<file path="src/design/gac_pkg.sv">
// shared types, codes and constants of the gamepad axis conditioner
package gac_pkg;

  // serial divider geometry
  localparam int DivWidth = 17;
  localparam int DvdWidth = 2 * DivWidth;
  localparam int CntWidth = $clog2(DivWidth + 1);

  typedef logic [2:0]         axis_t;
  typedef logic [1:0]         kind_t;
  typedef logic [1:0]         target_t;
  typedef logic [2:0]         cfg_idx_t;
  typedef logic signed [15:0] level_t;
  typedef logic signed [16:0] delta_t;
  typedef logic signed [1:0]  hat_t;

  // axis numbers
  localparam axis_t AX_LX   = 3'd0;
  localparam axis_t AX_LY   = 3'd1;
  localparam axis_t AX_RX   = 3'd2;
  localparam axis_t AX_RY   = 3'd3;
  localparam axis_t AX_LT   = 3'd4;
  localparam axis_t AX_RT   = 3'd5;
  localparam axis_t AX_HATX = 3'd6;
  localparam axis_t AX_HATY = 3'd7;

  // result kinds
  localparam kind_t KIND_STICK = 2'd0;
  localparam kind_t KIND_TRIG  = 2'd1;
  localparam kind_t KIND_KEY   = 2'd2;

  // targets
  localparam target_t TGT_LEFT  = 2'd0;
  localparam target_t TGT_RIGHT = 2'd1;
  localparam target_t KEY_N     = 2'd0;
  localparam target_t KEY_S     = 2'd1;
  localparam target_t KEY_W     = 2'd2;
  localparam target_t KEY_E     = 2'd3;

  // register indexes
  localparam cfg_idx_t REG_LEFT_DZ  = 3'd0;
  localparam cfg_idx_t REG_RIGHT_DZ = 3'd1;
  localparam cfg_idx_t REG_STK_MIN  = 3'd2;
  localparam cfg_idx_t REG_STK_MAX  = 3'd3;
  localparam cfg_idx_t REG_TRG_MIN  = 3'd4;
  localparam cfg_idx_t REG_TRG_MAX  = 3'd5;

  // register reset values
  localparam logic [15:0] DzReset     = 16'd5243;
  localparam level_t      StkMinReset = -16'sd32768;
  localparam level_t      StkMaxReset = 16'sd32767;
  localparam level_t      TrgMinReset = 16'sd0;
  localparam level_t      TrgMaxReset = 16'sd255;

  // arithmetic constants
  localparam logic [15:0]         DzCap    = 16'd62259;
  localparam logic [DivWidth-1:0] OneQ15   = 17'd32768;
  localparam logic [DivWidth-1:0] FullQ16  = 17'd65536;
  localparam level_t              LevelMax = 16'sd32767;

  // sequencer states
  typedef enum logic [2:0] {
    ST_IDLE,
    ST_PREP,
    ST_DIV,
    ST_MID,
    ST_APPLY,
    ST_HAT,
    ST_PRESS
  } gac_state_t;

  // request to the serial divider
  typedef struct packed {
    logic                start;
    logic [DvdWidth-1:0] dividend;
    logic [DivWidth-1:0] divisor;
  } div_req_t;

endpackage

</file>
<file path="src/design/gac_ifs.sv">
// valid/ready channel interfaces for axis events and conditioned results
interface gac_in_if import gac_pkg::*; ();
  logic   valid;
  logic   ready;
  axis_t  axis;
  level_t raw_value;

  modport source (output valid, output axis, output raw_value, input ready);
  modport sink (input valid, input axis, input raw_value, output ready);
endinterface

interface gac_out_if import gac_pkg::*; ();
  logic    valid;
  logic    ready;
  kind_t   kind;
  target_t target;
  level_t  level_a;
  level_t  level_b;
  delta_t  delta_a;
  delta_t  delta_b;
  logic    pressed;
  logic    last;

  modport source (output valid, output kind, output target, output level_a,
                  output level_b, output delta_a, output delta_b, output pressed,
                  output last, input ready);
  modport sink (input valid, input kind, input target, input level_a,
                input level_b, input delta_a, input delta_b, input pressed,
                input last, output ready);
endinterface

</file>
<file path="src/design/gac_div.sv">
// restoring divider, one quotient bit per cycle
module gac_div import gac_pkg::*; (
  input  logic                clk,
  input  logic                rst_n,
  input  div_req_t            req,
  output logic [DivWidth-1:0] quotient,
  output logic                done
);

  logic [DivWidth-1:0] rem_r;
  logic [DivWidth-1:0] quo_r;
  logic [DivWidth-1:0] dvs_r;
  logic [CntWidth-1:0] cnt_r;
  logic                busy_r;
  logic                done_r;
  logic [DivWidth:0]   shifted;
  logic [DivWidth+1:0] diff;
  logic                fits;

  // remainder shifted by one dividend bit, then trial subtract
  assign shifted = {rem_r, quo_r[DivWidth-1]};
  assign diff    = {1'b0, shifted} - {2'b00, dvs_r};
  assign fits    = !diff[DivWidth+1];

  always_ff @(posedge clk) begin
    if (!rst_n) begin
      busy_r <= 1'b0;
      done_r <= 1'b0;
      cnt_r  <= '0;
    end else begin
      done_r <= 1'b0;
      if (req.start) begin
        busy_r <= 1'b1;
        cnt_r  <= CntWidth'(DivWidth);
      end else if (busy_r) begin
        cnt_r <= cnt_r - 1'b1;
        if (cnt_r == CntWidth'(1)) begin
          busy_r <= 1'b0;
          done_r <= 1'b1;
        end
      end
    end
  end

  always_ff @(posedge clk) begin
    if (req.start) begin
      rem_r <= req.dividend[DvdWidth-1:DivWidth];
      quo_r <= req.dividend[DivWidth-1:0];
      dvs_r <= req.divisor;
    end else if (busy_r) begin
      rem_r <= fits ? diff[DivWidth-1:0] : shifted[DivWidth-1:0];
      quo_r <= {quo_r[DivWidth-2:0], fits};
    end
  end

  assign quotient = quo_r;
  assign done     = done_r;

endmodule

</file>
<file path="src/design/gamepad_axis_conditioner_top.sv">
// gamepad axis conditioner: stick, trigger and hat event processing
//
//  channel   direction  handshake        word
//  in_chan   in         valid / ready    axis, raw_value
//  out_chan  out        valid / ready    kind, target, level_a/b, delta_a/b, pressed, last
//  cfg_*     in         write enable     cfg_index, cfg_wdata (no read-back)
//
// each event is taken only in idle; a stick makes two divider passes, or at most one
//   when clamped or inside the deadzone; a trigger makes one, or none when zero or
//   full; a hat makes none; the divider yields one quotient bit per clock
// reset: synchronous, active low; all stored axis values and hats go to zero
// stalls: one output register; a finished word waits there while the next event
//   is accepted, and a hat with two words holds until the first one has left
module gamepad_axis_conditioner_top import gac_pkg::*; (
  input  logic             clk,
  input  logic             rst_n,
  gac_in_if.sink           in_chan,
  gac_out_if.source        out_chan,
  input  logic             cfg_we,
  input  cfg_idx_t         cfg_index,
  input  logic [15:0]      cfg_wdata
);

  // configuration registers
  logic [15:0] ldz_r, rdz_r;
  level_t      smin_r, smax_r, tmin_r, tmax_r;

  // stored axis state
  level_t lsx_r, lsy_r, rsx_r, rsy_r, ltl_r, rtl_r;
  hat_t   hatx_r, haty_r;

  // sequencer
  gac_state_t state_r, state_nxt;
  axis_t      axis_r;
  level_t     raw_r;
  logic       neg_r, sat_r, zero_r, phase2_r;

  // divider
  div_req_t            div_req;
  logic [DivWidth-1:0] quo;
  logic                div_done;

  // output register
  logic    out_valid_r;
  kind_t   kind_r, kind_nxt;
  target_t target_r, target_nxt;
  level_t  level_a_r, level_a_nxt, level_b_r, level_b_nxt;
  delta_t  delta_a_r, delta_a_nxt, delta_b_r, delta_b_nxt;
  logic    pressed_r, pressed_nxt, last_r, last_nxt;
  logic    load_out, out_free;
  logic    apply_go, hat_go;

  // axis decode
  logic is_stick, is_trig, is_right, is_y, is_haty;
  assign is_stick = axis_r <= AX_RY;
  assign is_trig  = (axis_r == AX_LT) || (axis_r == AX_RT);
  assign is_right = (axis_r == AX_RX) || (axis_r == AX_RY) || (axis_r == AX_RT);
  assign is_y     = (axis_r == AX_LY) || (axis_r == AX_RY);
  assign is_haty  = axis_r == AX_HATY;

  // stick prep: centre on the range and set up |num|*32768/den
  logic signed [18:0]  s_num;
  logic signed [16:0]  s_span;
  logic [DivWidth-1:0] s_den, s_an;
  logic                s_sat, s_neg;
  logic [DvdWidth-1:0] s_dvd;

  assign s_num  = (19'(raw_r) <<< 1) - 19'(smin_r) - 19'(smax_r);
  assign s_span = 17'(smax_r) - 17'(smin_r);
  assign s_den  = (s_span < 17'sd2) ? 17'd2 : s_span;
  assign s_an   = s_num[18] ? 17'(-s_num) : 17'(s_num);
  // quotient surely above one when |num| >= 2*den
  assign s_sat  = {1'b0, s_an} >= {s_den, 1'b0};
  assign s_neg  = s_num[18] ^ is_y;
  assign s_dvd  = DvdWidth'({s_an, 15'd0}) + DvdWidth'(s_den >> 1);

  // trigger prep
  logic signed [16:0]  t_num, t_span;
  logic [DivWidth-1:0] t_den;
  logic                t_zero, t_sat;
  logic [DvdWidth-1:0] t_dvd;

  assign t_num  = 17'(raw_r) - 17'(tmin_r);
  assign t_span = 17'(tmax_r) - 17'(tmin_r);
  assign t_den  = (t_span < 17'sd1) ? 17'd1 : t_span;
  assign t_zero = t_num[16] || (t_num == 17'sd0);
  assign t_sat  = !t_zero && (t_num >= t_den);
  assign t_dvd  = DvdWidth'({t_num, 15'd0}) + DvdWidth'(t_den >> 1);

  // deadzone stage: m capped at one, compare 2m with the deadzone
  logic [DivWidth-1:0] m_cap, h_den, m_rest;
  logic [DivWidth:0]   m2;
  logic [15:0]         dz_sel, dz_cap;
  logic                m_zero;
  logic [DvdWidth-1:0] m_dvd;

  assign m_cap  = (sat_r || (quo > OneQ15)) ? OneQ15 : quo;
  assign m2     = {m_cap, 1'b0};
  assign dz_sel = is_right ? rdz_r : ldz_r;
  assign dz_cap = (dz_sel > DzCap) ? DzCap : dz_sel;
  assign m_zero = m2 <= {2'b00, dz_cap};
  assign h_den  = FullQ16 - 17'(dz_cap);
  assign m_rest = 17'(m2 - {2'b00, dz_cap});
  assign m_dvd  = DvdWidth'({m_rest, 15'd0}) + DvdWidth'(h_den >> 1);

  // final values
  level_t v_stick, v_trig, v_new, v_old, cur_x, cur_y;
  delta_t v_delta;
  logic   emit;

  always_comb begin
    if (zero_r) begin
      v_stick = '0;
    end else if (neg_r) begin
      v_stick = 16'(17'd0 - quo);
    end else begin
      v_stick = (quo > 17'd32767) ? LevelMax : quo[15:0];
    end
  end

  assign v_trig  = zero_r ? 16'sd0 : (sat_r ? LevelMax : quo[15:0]);
  assign v_new   = is_trig ? v_trig : v_stick;
  assign cur_x   = is_right ? rsx_r : lsx_r;
  assign cur_y   = is_right ? rsy_r : lsy_r;
  assign v_old   = is_trig ? (is_right ? rtl_r : ltl_r) : (is_y ? cur_y : cur_x);
  assign v_delta = 17'(v_new) - 17'(v_old);
  assign emit    = is_trig || (v_delta != 17'sd0);

  // hat decode
  hat_t    hv, hold, hnew;
  target_t key_old, key_new, key_press;

  always_comb begin
    if (raw_r < -16'sd1) begin
      hv = -2'sd1;
    end else if (raw_r > 16'sd1) begin
      hv = 2'sd1;
    end else begin
      hv = raw_r[1:0];
    end
  end

  assign hold      = is_haty ? haty_r : hatx_r;
  assign hnew      = hold;
  assign key_old   = is_haty ? (hold[1] ? KEY_N : KEY_S) : (hold[1] ? KEY_W : KEY_E);
  assign key_new   = is_haty ? (hv[1] ? KEY_N : KEY_S) : (hv[1] ? KEY_W : KEY_E);
  assign key_press = is_haty ? (hnew[1] ? KEY_N : KEY_S) : (hnew[1] ? KEY_W : KEY_E);

  assign out_free = !out_valid_r || out_chan.ready;

  // next state, divider requests and output words
  always_comb begin
    state_nxt   = state_r;
    div_req     = '0;
    load_out    = 1'b0;
    apply_go    = 1'b0;
    hat_go      = 1'b0;
    kind_nxt    = KIND_KEY;
    target_nxt  = TGT_LEFT;
    level_a_nxt = '0;
    level_b_nxt = '0;
    delta_a_nxt = '0;
    delta_b_nxt = '0;
    pressed_nxt = 1'b0;
    last_nxt    = 1'b1;
    case (state_r)
      ST_IDLE: begin
        if (in_chan.valid) begin
          state_nxt = (in_chan.axis == AX_HATX || in_chan.axis == AX_HATY) ? ST_HAT
                                                                             : ST_PREP;
        end
      end
      ST_PREP: begin
        if (is_stick) begin
          if (s_sat) begin
            state_nxt = ST_MID;
          end else begin
            div_req.start    = 1'b1;
            div_req.dividend = s_dvd;
            div_req.divisor  = s_den;
            state_nxt        = ST_DIV;
          end
        end else if (t_zero || t_sat) begin
          state_nxt = ST_APPLY;
        end else begin
          div_req.start    = 1'b1;
          div_req.dividend = t_dvd;
          div_req.divisor  = t_den;
          state_nxt        = ST_DIV;
        end
      end
      ST_DIV: begin
        if (div_done) begin
          state_nxt = (phase2_r || is_trig) ? ST_APPLY : ST_MID;
        end
      end
      ST_MID: begin
        if (m_zero) begin
          state_nxt = ST_APPLY;
        end else begin
          div_req.start    = 1'b1;
          div_req.dividend = m_dvd;
          div_req.divisor  = h_den;
          state_nxt        = ST_DIV;
        end
      end
      ST_APPLY: begin
        kind_nxt    = is_trig ? KIND_TRIG : KIND_STICK;
        target_nxt  = is_right ? TGT_RIGHT : TGT_LEFT;
        if (is_trig) begin
          level_a_nxt = v_new;
          delta_a_nxt = v_delta;
        end else begin
          level_a_nxt = is_y ? cur_x : v_new;
          level_b_nxt = is_y ? v_new : cur_y;
          delta_a_nxt = is_y ? 17'sd0 : v_delta;
          delta_b_nxt = is_y ? v_delta : 17'sd0;
        end
        if (!emit) begin
          apply_go  = 1'b1;
          state_nxt = ST_IDLE;
        end else if (out_free) begin
          apply_go  = 1'b1;
          load_out  = 1'b1;
          state_nxt = ST_IDLE;
        end
      end
      ST_HAT: begin
        if (hv == hold) begin
          state_nxt = ST_IDLE;
        end else if (out_free) begin
          hat_go   = 1'b1;
          load_out = 1'b1;
          if (hold != 2'sd0) begin
            // release of the old direction first
            target_nxt  = key_old;
            pressed_nxt = 1'b0;
            last_nxt    = hv == 2'sd0;
            state_nxt   = (hv != 2'sd0) ? ST_PRESS : ST_IDLE;
          end else begin
            target_nxt  = key_new;
            pressed_nxt = 1'b1;
            state_nxt   = ST_IDLE;
          end
        end
      end
      ST_PRESS: begin
        // hat register already holds the new direction
        if (out_free) begin
          load_out    = 1'b1;
          target_nxt  = key_press;
          pressed_nxt = 1'b1;
          state_nxt   = ST_IDLE;
        end
      end
      default: begin
        state_nxt = ST_IDLE;
      end
    endcase
  end

  gac_div u_div (
    .clk      (clk),
    .rst_n    (rst_n),
    .req      (div_req),
    .quotient (quo),
    .done     (div_done)
  );

  // state register and control flags
  always_ff @(posedge clk) begin
    if (!rst_n) begin
      state_r     <= ST_IDLE;
      out_valid_r <= 1'b0;
      neg_r       <= 1'b0;
      sat_r       <= 1'b0;
      zero_r      <= 1'b0;
      phase2_r    <= 1'b0;
    end else begin
      state_r <= state_nxt;
      if (load_out) begin
        out_valid_r <= 1'b1;
      end else if (out_chan.ready) begin
        out_valid_r <= 1'b0;
      end
      if (state_r == ST_PREP) begin
        neg_r    <= s_neg;
        sat_r    <= is_stick ? s_sat : t_sat;
        zero_r   <= is_stick ? 1'b0 : t_zero;
        phase2_r <= 1'b0;
      end else if (state_r == ST_MID) begin
        zero_r   <= m_zero;
        phase2_r <= 1'b1;
      end
    end
  end

  // configuration registers
  always_ff @(posedge clk) begin
    if (!rst_n) begin
      ldz_r  <= DzReset;
      rdz_r  <= DzReset;
      smin_r <= StkMinReset;
      smax_r <= StkMaxReset;
      tmin_r <= TrgMinReset;
      tmax_r <= TrgMaxReset;
    end else if (cfg_we) begin
      case (cfg_index)
        REG_LEFT_DZ:  ldz_r  <= cfg_wdata;
        REG_RIGHT_DZ: rdz_r  <= cfg_wdata;
        REG_STK_MIN:  smin_r <= cfg_wdata;
        REG_STK_MAX:  smax_r <= cfg_wdata;
        REG_TRG_MIN:  tmin_r <= cfg_wdata;
        REG_TRG_MAX:  tmax_r <= cfg_wdata;
        default: begin
        end
      endcase
    end
  end

  // stored axis values and hat positions
  always_ff @(posedge clk) begin
    if (!rst_n) begin
      lsx_r  <= '0;
      lsy_r  <= '0;
      rsx_r  <= '0;
      rsy_r  <= '0;
      ltl_r  <= '0;
      rtl_r  <= '0;
      hatx_r <= '0;
      haty_r <= '0;
    end else begin
      if (apply_go) begin
        case (axis_r)
          AX_LX:   lsx_r <= v_new;
          AX_LY:   lsy_r <= v_new;
          AX_RX:   rsx_r <= v_new;
          AX_RY:   rsy_r <= v_new;
          AX_LT:   ltl_r <= v_new;
          AX_RT:   rtl_r <= v_new;
          default: begin
          end
        endcase
      end
      if (hat_go) begin
        if (is_haty) begin
          haty_r <= hv;
        end else begin
          hatx_r <= hv;
        end
      end
    end
  end

  // captured event and output word
  always_ff @(posedge clk) begin
    if (in_chan.valid && in_chan.ready) begin
      axis_r <= in_chan.axis;
      raw_r  <= in_chan.raw_value;
    end
    if (load_out) begin
      kind_r    <= kind_nxt;
      target_r  <= target_nxt;
      level_a_r <= level_a_nxt;
      level_b_r <= level_b_nxt;
      delta_a_r <= delta_a_nxt;
      delta_b_r <= delta_b_nxt;
      pressed_r <= pressed_nxt;
      last_r    <= last_nxt;
    end
  end

  assign in_chan.ready    = state_r == ST_IDLE;
  assign out_chan.valid   = out_valid_r;
  assign out_chan.kind    = kind_r;
  assign out_chan.target  = target_r;
  assign out_chan.level_a = level_a_r;
  assign out_chan.level_b = level_b_r;
  assign out_chan.delta_a = delta_a_r;
  assign out_chan.delta_b = delta_b_r;
  assign out_chan.pressed = pressed_r;
  assign out_chan.last    = last_r;

endmodule

</file>
<file path="src/flat_wrapper.sv">
// flat-port wrapper written by rule: the top's interface ports become plain ports
module gamepad_axis_conditioner_top_flat import gac_pkg::*;
  (clk, rst_n, cfg_we, cfg_index, cfg_wdata, in_chan_valid, in_chan_axis, in_chan_raw_value, in_chan_ready, out_chan_valid, out_chan_kind, out_chan_target, out_chan_level_a, out_chan_level_b, out_chan_delta_a, out_chan_delta_b, out_chan_pressed, out_chan_last, out_chan_ready);
  gac_in_if in_chan_i ();
  gac_out_if out_chan_i ();
  input  logic clk;
  input  logic rst_n;
  input  logic cfg_we;
  input  cfg_idx_t cfg_index;
  input  logic [15:0] cfg_wdata;
  input wire logic [$bits(in_chan_i.valid)-1:0] in_chan_valid;
  input wire logic [$bits(in_chan_i.axis)-1:0] in_chan_axis;
  input wire logic [$bits(in_chan_i.raw_value)-1:0] in_chan_raw_value;
  output wire logic [$bits(in_chan_i.ready)-1:0] in_chan_ready;
  output wire logic [$bits(out_chan_i.valid)-1:0] out_chan_valid;
  output wire logic [$bits(out_chan_i.kind)-1:0] out_chan_kind;
  output wire logic [$bits(out_chan_i.target)-1:0] out_chan_target;
  output wire logic [$bits(out_chan_i.level_a)-1:0] out_chan_level_a;
  output wire logic [$bits(out_chan_i.level_b)-1:0] out_chan_level_b;
  output wire logic [$bits(out_chan_i.delta_a)-1:0] out_chan_delta_a;
  output wire logic [$bits(out_chan_i.delta_b)-1:0] out_chan_delta_b;
  output wire logic [$bits(out_chan_i.pressed)-1:0] out_chan_pressed;
  output wire logic [$bits(out_chan_i.last)-1:0] out_chan_last;
  input wire logic [$bits(out_chan_i.ready)-1:0] out_chan_ready;
  assign in_chan_i.valid = in_chan_valid;
  assign in_chan_i.axis = in_chan_axis;
  assign in_chan_i.raw_value = in_chan_raw_value;
  assign in_chan_ready = in_chan_i.ready;
  assign out_chan_valid = out_chan_i.valid;
  assign out_chan_kind = out_chan_i.kind;
  assign out_chan_target = out_chan_i.target;
  assign out_chan_level_a = out_chan_i.level_a;
  assign out_chan_level_b = out_chan_i.level_b;
  assign out_chan_delta_a = out_chan_i.delta_a;
  assign out_chan_delta_b = out_chan_i.delta_b;
  assign out_chan_pressed = out_chan_i.pressed;
  assign out_chan_last = out_chan_i.last;
  assign out_chan_i.ready = out_chan_ready;
  gamepad_axis_conditioner_top u_core (.clk(clk), .rst_n(rst_n), .in_chan(in_chan_i), .out_chan(out_chan_i), .cfg_we(cfg_we), .cfg_index(cfg_index), .cfg_wdata(cfg_wdata));
endmodule
</file>
<file path="config.mk">
export PLATFORM = sky130hd
export DESIGN_NAME = gamepad_axis_conditioner_top_flat
export DESIGN_NICKNAME = d
export VERILOG_FILES = /design/src/design/gac_pkg.sv /design/src/design/gac_ifs.sv /design/src/design/gac_div.sv /design/src/design/gamepad_axis_conditioner_top.sv /design/src/flat_wrapper.sv
export SDC_FILE = /design/constraint.sdc
export NUM_CORES = 1
export LEC_CHECK = 0
export CORE_MARGIN = 2
export CORE_UTILIZATION = 25
export DETAILED_ROUTE_END_ITERATION = 8
export DONT_BUFFER_PORTS = 1
export GPL_ROUTABILITY_DRIVEN = 0
export HOLD_SLACK_MARGIN = 0.08
export PLACE_DENSITY = 0.42
export SETUP_SLACK_MARGIN = 0.3
export SLEW_MARGIN = 15
export SYNTH_ARGS = -nofsm -noshare
export SYNTH_HDL_FRONTEND = slang
export SYNTH_SLANG_ARGS = --single-unit
</file>
<file path="constraint.sdc">
create_clock -name clk -period 9.66 [get_ports clk]
set_clock_uncertainty 0.05 [all_clocks]
set_input_delay 1.449 -clock clk [delete_from_list [all_inputs] [get_ports clk]]
set_output_delay 1.449 -clock clk [all_outputs]
set_load 0.005 [all_outputs]
</file>
# Word level (Yosys, flattened, before mapping)
# Cells that the tools add are included.
[totals]
latchBits = 0
wordCells = 230
ramBits = 0
regBits = 353
rom_bits = 0
output_inout_bits = 74
mem_count = 0
[op_classes]
n_div = 0
muxes = 86
shift = 0
multipliers = 0
eq_ne = 24
addsub = 15
bitwise = 9
reduce_logical = 48
order_cmp = 11
[ops]
columns = ["op", "n"]
rows = [
  ["$mux W16", 16],
  ["$mux W52", 4],
  ["$mux W17", 11],
  ["$pmux W52 S2", 1],
  ["$add A32 B16 Y33", 3],
  ["$sub A16 B16 Y17", 4],
  ["$mux W3", 13],
  ["$eq A3 B3 Y1 const B", 10],
  ["$reduce_and A2 Y1", 14],
  ["$mux W1", 26],
  ["$pmux W3 S7", 1],
  ["$sub A18 B16 Y19", 1],
  ["$sub A18 B17 Y19", 1],
  ["$eq A3 B2 Y1 const B", 6],
  ["$ge A17 B18 Y1", 1],
  ["$le A18 B16 Y1", 1],
  ["$mux W2", 9],
  ["$sub A17 B16 Y18", 1],
  ["$ge A17 B17 Y1", 1],
  ["$gt A17 B15 Y1 const B", 1],
  ["$gt A17 B16 Y1 const B", 1],
  ["$logic_not A17 Y1", 1],
  ["$lt A17 B2 Y1 const B", 1],
  ["$lt A17 B3 Y1 const B", 1],
  ["31 further kinds", 64],
]

# Depth between registers and ports, before layout
[depth]
word_depth = 12
ltp_mapped = 33
mapped_depth_nobuf = 30

# By module
# Synthesis repeated with hierarchy kept, for this count alone.
[hier_totals]
cells_unflattened = 3103
area_unflattened_um2 = 26038.7
[modules_own_cells]
columns = ["module", "seq_area_each_um2", "cells_per_inst", "area_each_um2", "instances"]
rows = [
  ["gamepad_axis_conditioner_top", 6816.5, 2814, 22726.8, 1],
  ["gac_div", 1671.6, 289, 3311.9, 1],
]

# Least setup slack after synthesis
# Ideal clock, no wire load.
[synth_path]
kind = "register to register"
start = "reg u_core.axis_r[2]"
end = "reg u_core.delta_a_r[0] (netlist: u_core.out_chan.delta_a[0]) (enable)"
stages_incl_launch_ff = 24
arrival_time_ns = 8.262
n_path_buf = 5
path_slack_ns = 0.822
path_cell_list = "edfxtp_1 > buf_2 > and2_1 > buf_4 > nor2_1 > buf_1 > clkbuf_1 > clkbuf_1 > mux2i_1 > a221oi_1 > ha_1 > inv_1 > fa_1 > a21o_1 > a21oi_1 > o21ai_0 > a21o_1 > a31o_2 > a221o_1 > a21oi_1 > xor2_1 > nand2_1 > nor2_1 > a21oi_1"
[synth_via]
elab_chain_len = 11
elab_cells_between_ends = 24
cone_classes = "1 x add/sub; 7 x eq/ne; 10 x mux; 6 x reduce/logical"
[synth_rtl]
columns = ["element", "line_no", "rtl"]
rows = [
  ["from (decl)", "gamepad_axis_conditioner_top.sv:34", "axis_t axis_r;"],
  ["from (signal assigned)", "gamepad_axis_conditioner_top.sv:358", "axis_r <= in_chan.axis;"],
  ["$eq A3 B2 Y1, on equally long branches", "gamepad_axis_conditioner_top.sv:57, gamepad_axis_conditioner_top.sv:58", ""],
  ["$logic_or A1 B1 Y1 (2 in series)", "gamepad_axis_conditioner_top.sv:57", "assign is_right = (axis_r == AX_RX) || (axis_r == AX_RY) || (axis_r == AX_RT);"],
  ["$mux W16, on equally long branches", "gamepad_axis_conditioner_top.sv:123, gamepad_axis_conditioner_top.sv:124", ""],
  ["$mux W16 (2 in series)", "gamepad_axis_conditioner_top.sv:125", "assign v_old = is_trig ? (is_right ? rtl_r : ltl_r) : (is_y ? cur_y : cur_x);"],
  ["$sub A16 B16 Y17", "gamepad_axis_conditioner_top.sv:126", "assign v_delta = 17'(v_new) - 17'(v_old);"],
  ["$reduce_bool A17 Y1", "gamepad_axis_conditioner_top.sv:127", "assign emit = is_trig || (v_delta != 17'sd0);"],
  ["$logic_or A1 B1 Y1", "gamepad_axis_conditioner_top.sv:127", ""],
  ["$mux W1", "gamepad_axis_conditioner_top.sv:219", "if (!emit) begin"],
  ["$pmux W1 S3 *", "gamepad_axis_conditioner_top.sv:166", "case (state_r)"],
  ["net u_core.load_out", "gamepad_axis_conditioner_top.sv:50", "logic load_out, out_free;"],
  ["to (signal assigned)", "gamepad_axis_conditioner_top.sv:366", "delta_a_r <= delta_a_nxt;"],
  ["to (decl)", "gamepad_axis_conditioner_top.sv:48", "delta_t delta_a_r, delta_a_nxt, delta_b_r, delta_b_nxt;"],
]
# Mark *: on every way through the listed nets, which the timed path passes. The rest lies on a longest branch.
# A chain may end at the register's enable or synchronous reset.

# Worst setup path in the final report
[layout_path]
start = "reg u_core.tmax_r[0]"
end = "reg u_core.u_div.quo_r[2] (netlist: u_core.u_div.quotient[2]), data pin"
[layout_via]
elab_chain_len = 10
elab_cells_between_ends = 11
cone_classes = "2 x add/sub; 2 x order compare; 5 x mux; 2 x reduce/logical"
[layout_rtl]
columns = ["element", "line_no", "rtl"]
rows = [
  ["from (decl)", "gamepad_axis_conditioner_top.sv:26", "level_t smin_r, smax_r, tmin_r, tmax_r;"],
  ["from (signal assigned)", "gamepad_axis_conditioner_top.sv:306", "tmax_r <= TrgMaxReset;"],
  ["from (signal assigned)", "gamepad_axis_conditioner_top.sv:314", "REG_TRG_MAX: tmax_r <= cfg_wdata;"],
  ["$sub A16 B16 Y17 *", "gamepad_axis_conditioner_top.sv:84", "assign t_span = 17'(tmax_r) - 17'(tmin_r);"],
  ["$lt A17 B2 Y1", "gamepad_axis_conditioner_top.sv:85", "assign t_den = (t_span < 17'sd1) ? 17'd1 : t_span;"],
  ["$mux W17 *", "gamepad_axis_conditioner_top.sv:85", ""],
  ["branches (longest 3 deep; another with $add A32 B16 Y33)", "--", ""],
  ["$mux W52 *", "gamepad_axis_conditioner_top.sv:183", "end else if (t_zero || t_sat) begin"],
  ["$mux W52 *", "gamepad_axis_conditioner_top.sv:174", "if (is_stick) begin"],
  ["$pmux W52 S2 *", "gamepad_axis_conditioner_top.sv:166", ""],
  ["$mux W17 *", "gac_div.sv:46", "if (req.start) begin"],
  ["to (signal assigned)", "gac_div.sv:48", "quo_r <= req.dividend[DivWidth-1:0];"],
  ["to (signal assigned)", "gac_div.sv:52", "quo_r <= {quo_r[DivWidth-2:0], fits};"],
  ["to (decl)", "gac_div.sv:11", "logic [DivWidth-1:0] quo_r;"],
]
# Every way passes the cells marked *.

==> key figures <==
Routing
  • Metal-1 WL: 47,150 um
  • Drt total wl: 96,960 um
  • Top Metal Used: met4
  • Vias: 22,681
  • WL met2: 42,180 um
  • Vias per inst: 5.077
  • DR iter-0 viols: 1,752
  • DR WL/cell: 21.70 um
  • DRC: 0
  • Met3 WL: 5428 um
  • First-pass DRT Iterations: 6
  • Final ANT Viol Nets: 0

Hold path
  • Hold WC Path Type: reg2reg
  • WHS Path Cells: 2

Placement
  • # port buffers: 0
  • Dpl hpwl: 72,960 um

Yosys
  • Compound-Gate Fraction of Synth Area: 0.1913
  • Syn Inst Count: 3,121
  • Adder-cell area share of the yosys netlist: 0.1036
  • Post-synth cell types: 93
  • Post-synth EDFFs: 142
  • Simple-gate share of the synthesized area: 0.2377
  • Cell area after synthesis: 25,640 um2
  • Register bit count reported by yosys: 353
  • Sequential-to-total area share from yosys stat: 0.3311
  • Synth Area in XOR/XNOR: 0.04851
  • Syn Nets: 3,363
  • Ys flop type: dfxtp_1
  • Main combinational cell family by area after synthesis: simple AND/OR/NAND/NOR gates
  • Ys Warns: 0
  • Avg Inst Size Synth: 8.215 um2
  • Multiplexer share of the synthesized area: 0.04182
  • Asr flop ratio synth: 0

Worst setup path
  • Crit end category: register
  • Worst R2R Path Depth: 27
  • Worst Path Max Fanout: 18
  • Startpoint types: register
  • Worst Path Arrival: 8.19 ns
  • Req. time, crit path: 10.11 ns
  • Path type of the worst setup path: reg2reg

Die
  • Io pins: 117
  • Die area: 105,100 um2
  • CORE AREA: 101,700 um2
  • Die Wd: 324.2 um
  • Initial Utilization: 0.2520
  • # rows: 117
  • Die Span Y: 324.2 um

CTS
  • Inserted Clock Buffers: 45
  • Deepest clock path buffer count: 3
  • CTS tree: done
  • Root buf cell: clkbuf_16
  • Later-pin clock latency in the skew report: 0.65 ns
  • CTS clk-pin slew, worst paths: 0.06 ns
  • # Post-CTS Setup Buffers: 0
  • H-Tree Depth: 2
  • CTS resizes: 0
  • Hold_buf cts: 0
  • Clock Sinks: 353

Timing
  • Endpoints failing hold: 0
  • Slew Limit Headroom: 0.2396
  • Worst-margin pin slew: 1.133 ns
  • Max-slew violation count: 0
  • Tcrit/Tclk final: 0.8013
  • Hold slack: 0.4131 ns
  • Min Tclk post-route: 7.741 ns
  • Fmax: 129.2 MHz
  • Setup TNS: 0 ns
  • Setup Viol. Count Final: 0
  • RSZ-0062 raised after global routing: false

Layout
  • # diodes: 0
  • Fin nets: 3,304
  • Synthesis-to-layout area growth: 11.72%
  • Share of layout cells above drive strength 1: 0.05841
  • Final core occ: 0.2815

Power and ir drop
  • LEAKAGE: 10.82 nW
  • Max VDD drop: 0.1442 mV
  • Pwr per Cell Area: 249.6 nW/um2

Outcome
  • Outcome: complete, no violations

GRT
  • Antenna violations before repair: 4
  • GRT overflow: 0
  • First-pass GRT wire length: 143,200 um
  • Vias in the first global route: 21,275
  • GRT Util Overall: 0.1814
  • Pin count of the biggest net entering global routing: 225

Run
  • Max-cap violations: 0
## cell usage in the layout (no fill, tap or decap), types with 43 or more instances in the layout
| master | count |
|---|---|
| a21boi_0 | 69 |
| a21o_1 | 58 |
| a21oi_1 | 159 |
| and2_1 | 43 |
| buf_4 | 46 |
| clkbuf_16 | 46 |
| dfxtp_1 | 211 |
| edfxtp_1 | 142 |
| ha_1 | 177 |
| inv_1 | 149 |
| mux2i_1 | 88 |
| nand2_1 | 506 |
| nand2b_1 | 56 |
| nand3_1 | 132 |
| nor2_1 | 247 |
| nor3_1 | 63 |
| o21ai_0 | 119 |
| xnor2_1 | 90 |
| xor2_1 | 52 |
## Yosys cell counts, types with 19 or more instances
library cell    n  area (um2)
dfxtp_1       211        4224
o22ai_1        20       125.1
a31oi_1        21       131.4
xor2_1         52       455.4
nor3_1         64       320.3
nand3_1       132       660.6
and3_1         23       143.9
inv_1         149       559.3
or3_1          31       193.9
clkbuf_1      119       446.7
nor2b_1        40       250.2
or2_2          19       118.9
and2_1         44       275.3
nand2_1       507        1903
buf_1          20       75.07
o21a_1         24       180.2
a21boi_0       69       518.0
a21oi_1       160       800.8
ha_1          177        2215
o21ai_0       119       595.6
nor2_1        249       934.7
o211ai_1       39       292.8
a311oi_1       31       271.5
mux2i_1        88       880.8
edfxtp_1      142        4264
fa_1           22       440.4
xnor2_1        90       788.3
nand2b_1       56       350.3
nor4_1         21       131.4
a21o_1         58       435.4
nand4_1        39       244.0
a211oi_1       20       150.1
## critical path: stages (launching register included)
cell       delay, ns
dfxtp_1         0.31
inv_1           0.06
ha_1            0.22
fa_1            0.41
nor2b_1         0.13
o21ai_0         0.12
a21boi_0        0.25
o21ai_0         0.13
a21boi_0        0.34
nor2_1          0.14
or4_1           0.51
or4_1           0.39
or4_1           0.39
nor4_1          0.18
ha_1            0.44
nand2b_1        0.25
ha_1            0.27
nand2b_1        0.14
a21o_1          0.17
a21o_1          0.18
a211o_1         0.28
a21oi_1         0.12
o21ai_0         0.15
a2111oi_0       0.63
nand2_2         0.15
nor3_2          0.69
a222oi_1        0.37
o21ai_1         0.14
## logic make-up after synthesis
| family | after synthesis |
|---|---|
| AND/OR/NAND/NOR | 1294 |
| multiplexers | 105 |
| XOR/XNOR | 142 |
| buffers and inverters | 305 |
| adder cells (fa/ha/maj) | 199 |
| AO/OA/AOI/OAI | 723 |
| flip-flops | 353 |
## layer usage
layer  up-vias  global-route usage
met5         -                   0
met4         0             0.04372
met3        95             0.02677
met2       647              0.2801
met1     10872              0.2637
li1      11067                   -
## layout make-up
type / count / area (um2)
Sequential cell: 353 / 8488
Multi-Input combinational cell: 2463 / 16030
Tap cell: 1368 / 1712
Fill cell: 11033 / 73100
Timing Repair Buffer: 48 / 380.4
Clock inverter: 20 / 217.7
Clock buffer: 64 / 1249
Inverter: 151 / 569.3
## worst paths after layout
kind,start,to,slack (ns)
hold reg to reg,u_core.tmin_r[5],u_core.tmin_r[5],0.41
setup / recovery,u_core.tmax_r[0],u_core.u_div.quotient[2],1.92
hold / removal,u_core.tmin_r[5],u_core.tmin_r[5],0.41
setup reg to reg,u_core.tmax_r[0],u_core.u_div.quotient[2],1.92
## flip-flops by register name, indices dropped and copies added (netlist names), 17 cells and up
register                 flops
u_core.u_div.rem_r          17
u_core.u_div.dvs_r          17
u_core.out_chan.delta_a     17
u_core.u_div.quotient       17
u_core.out_chan.delta_b     17
## metrics by stage
stage	cells	setup WS, ns	area, um2	power, mW
after detailed placement	4382	1.999	27160	5.431
final	4467	1.919	28650	7.150
after global routing	4467	1.256	28650	7.625
after global placement	4382	1.952	27160	5.455
after floorplan	3121	0.8218	25640	4.326
after CTS	4466	1.989	28630	7.177
## power by group
group / switching, mW / leakage [nW] / total [mW] / internal [mW]
registers: 0.222 / 3.01 / 2.03 / 1.80
logic: 2.17 / 7.10 / 3.41 / 1.24
clock network: 0.745 / 0.709 / 1.71 / 0.966
total: 3.14 / 10.8 / 7.15 / 4.01
Note: power is estimated with default switching activity, not from simulation.
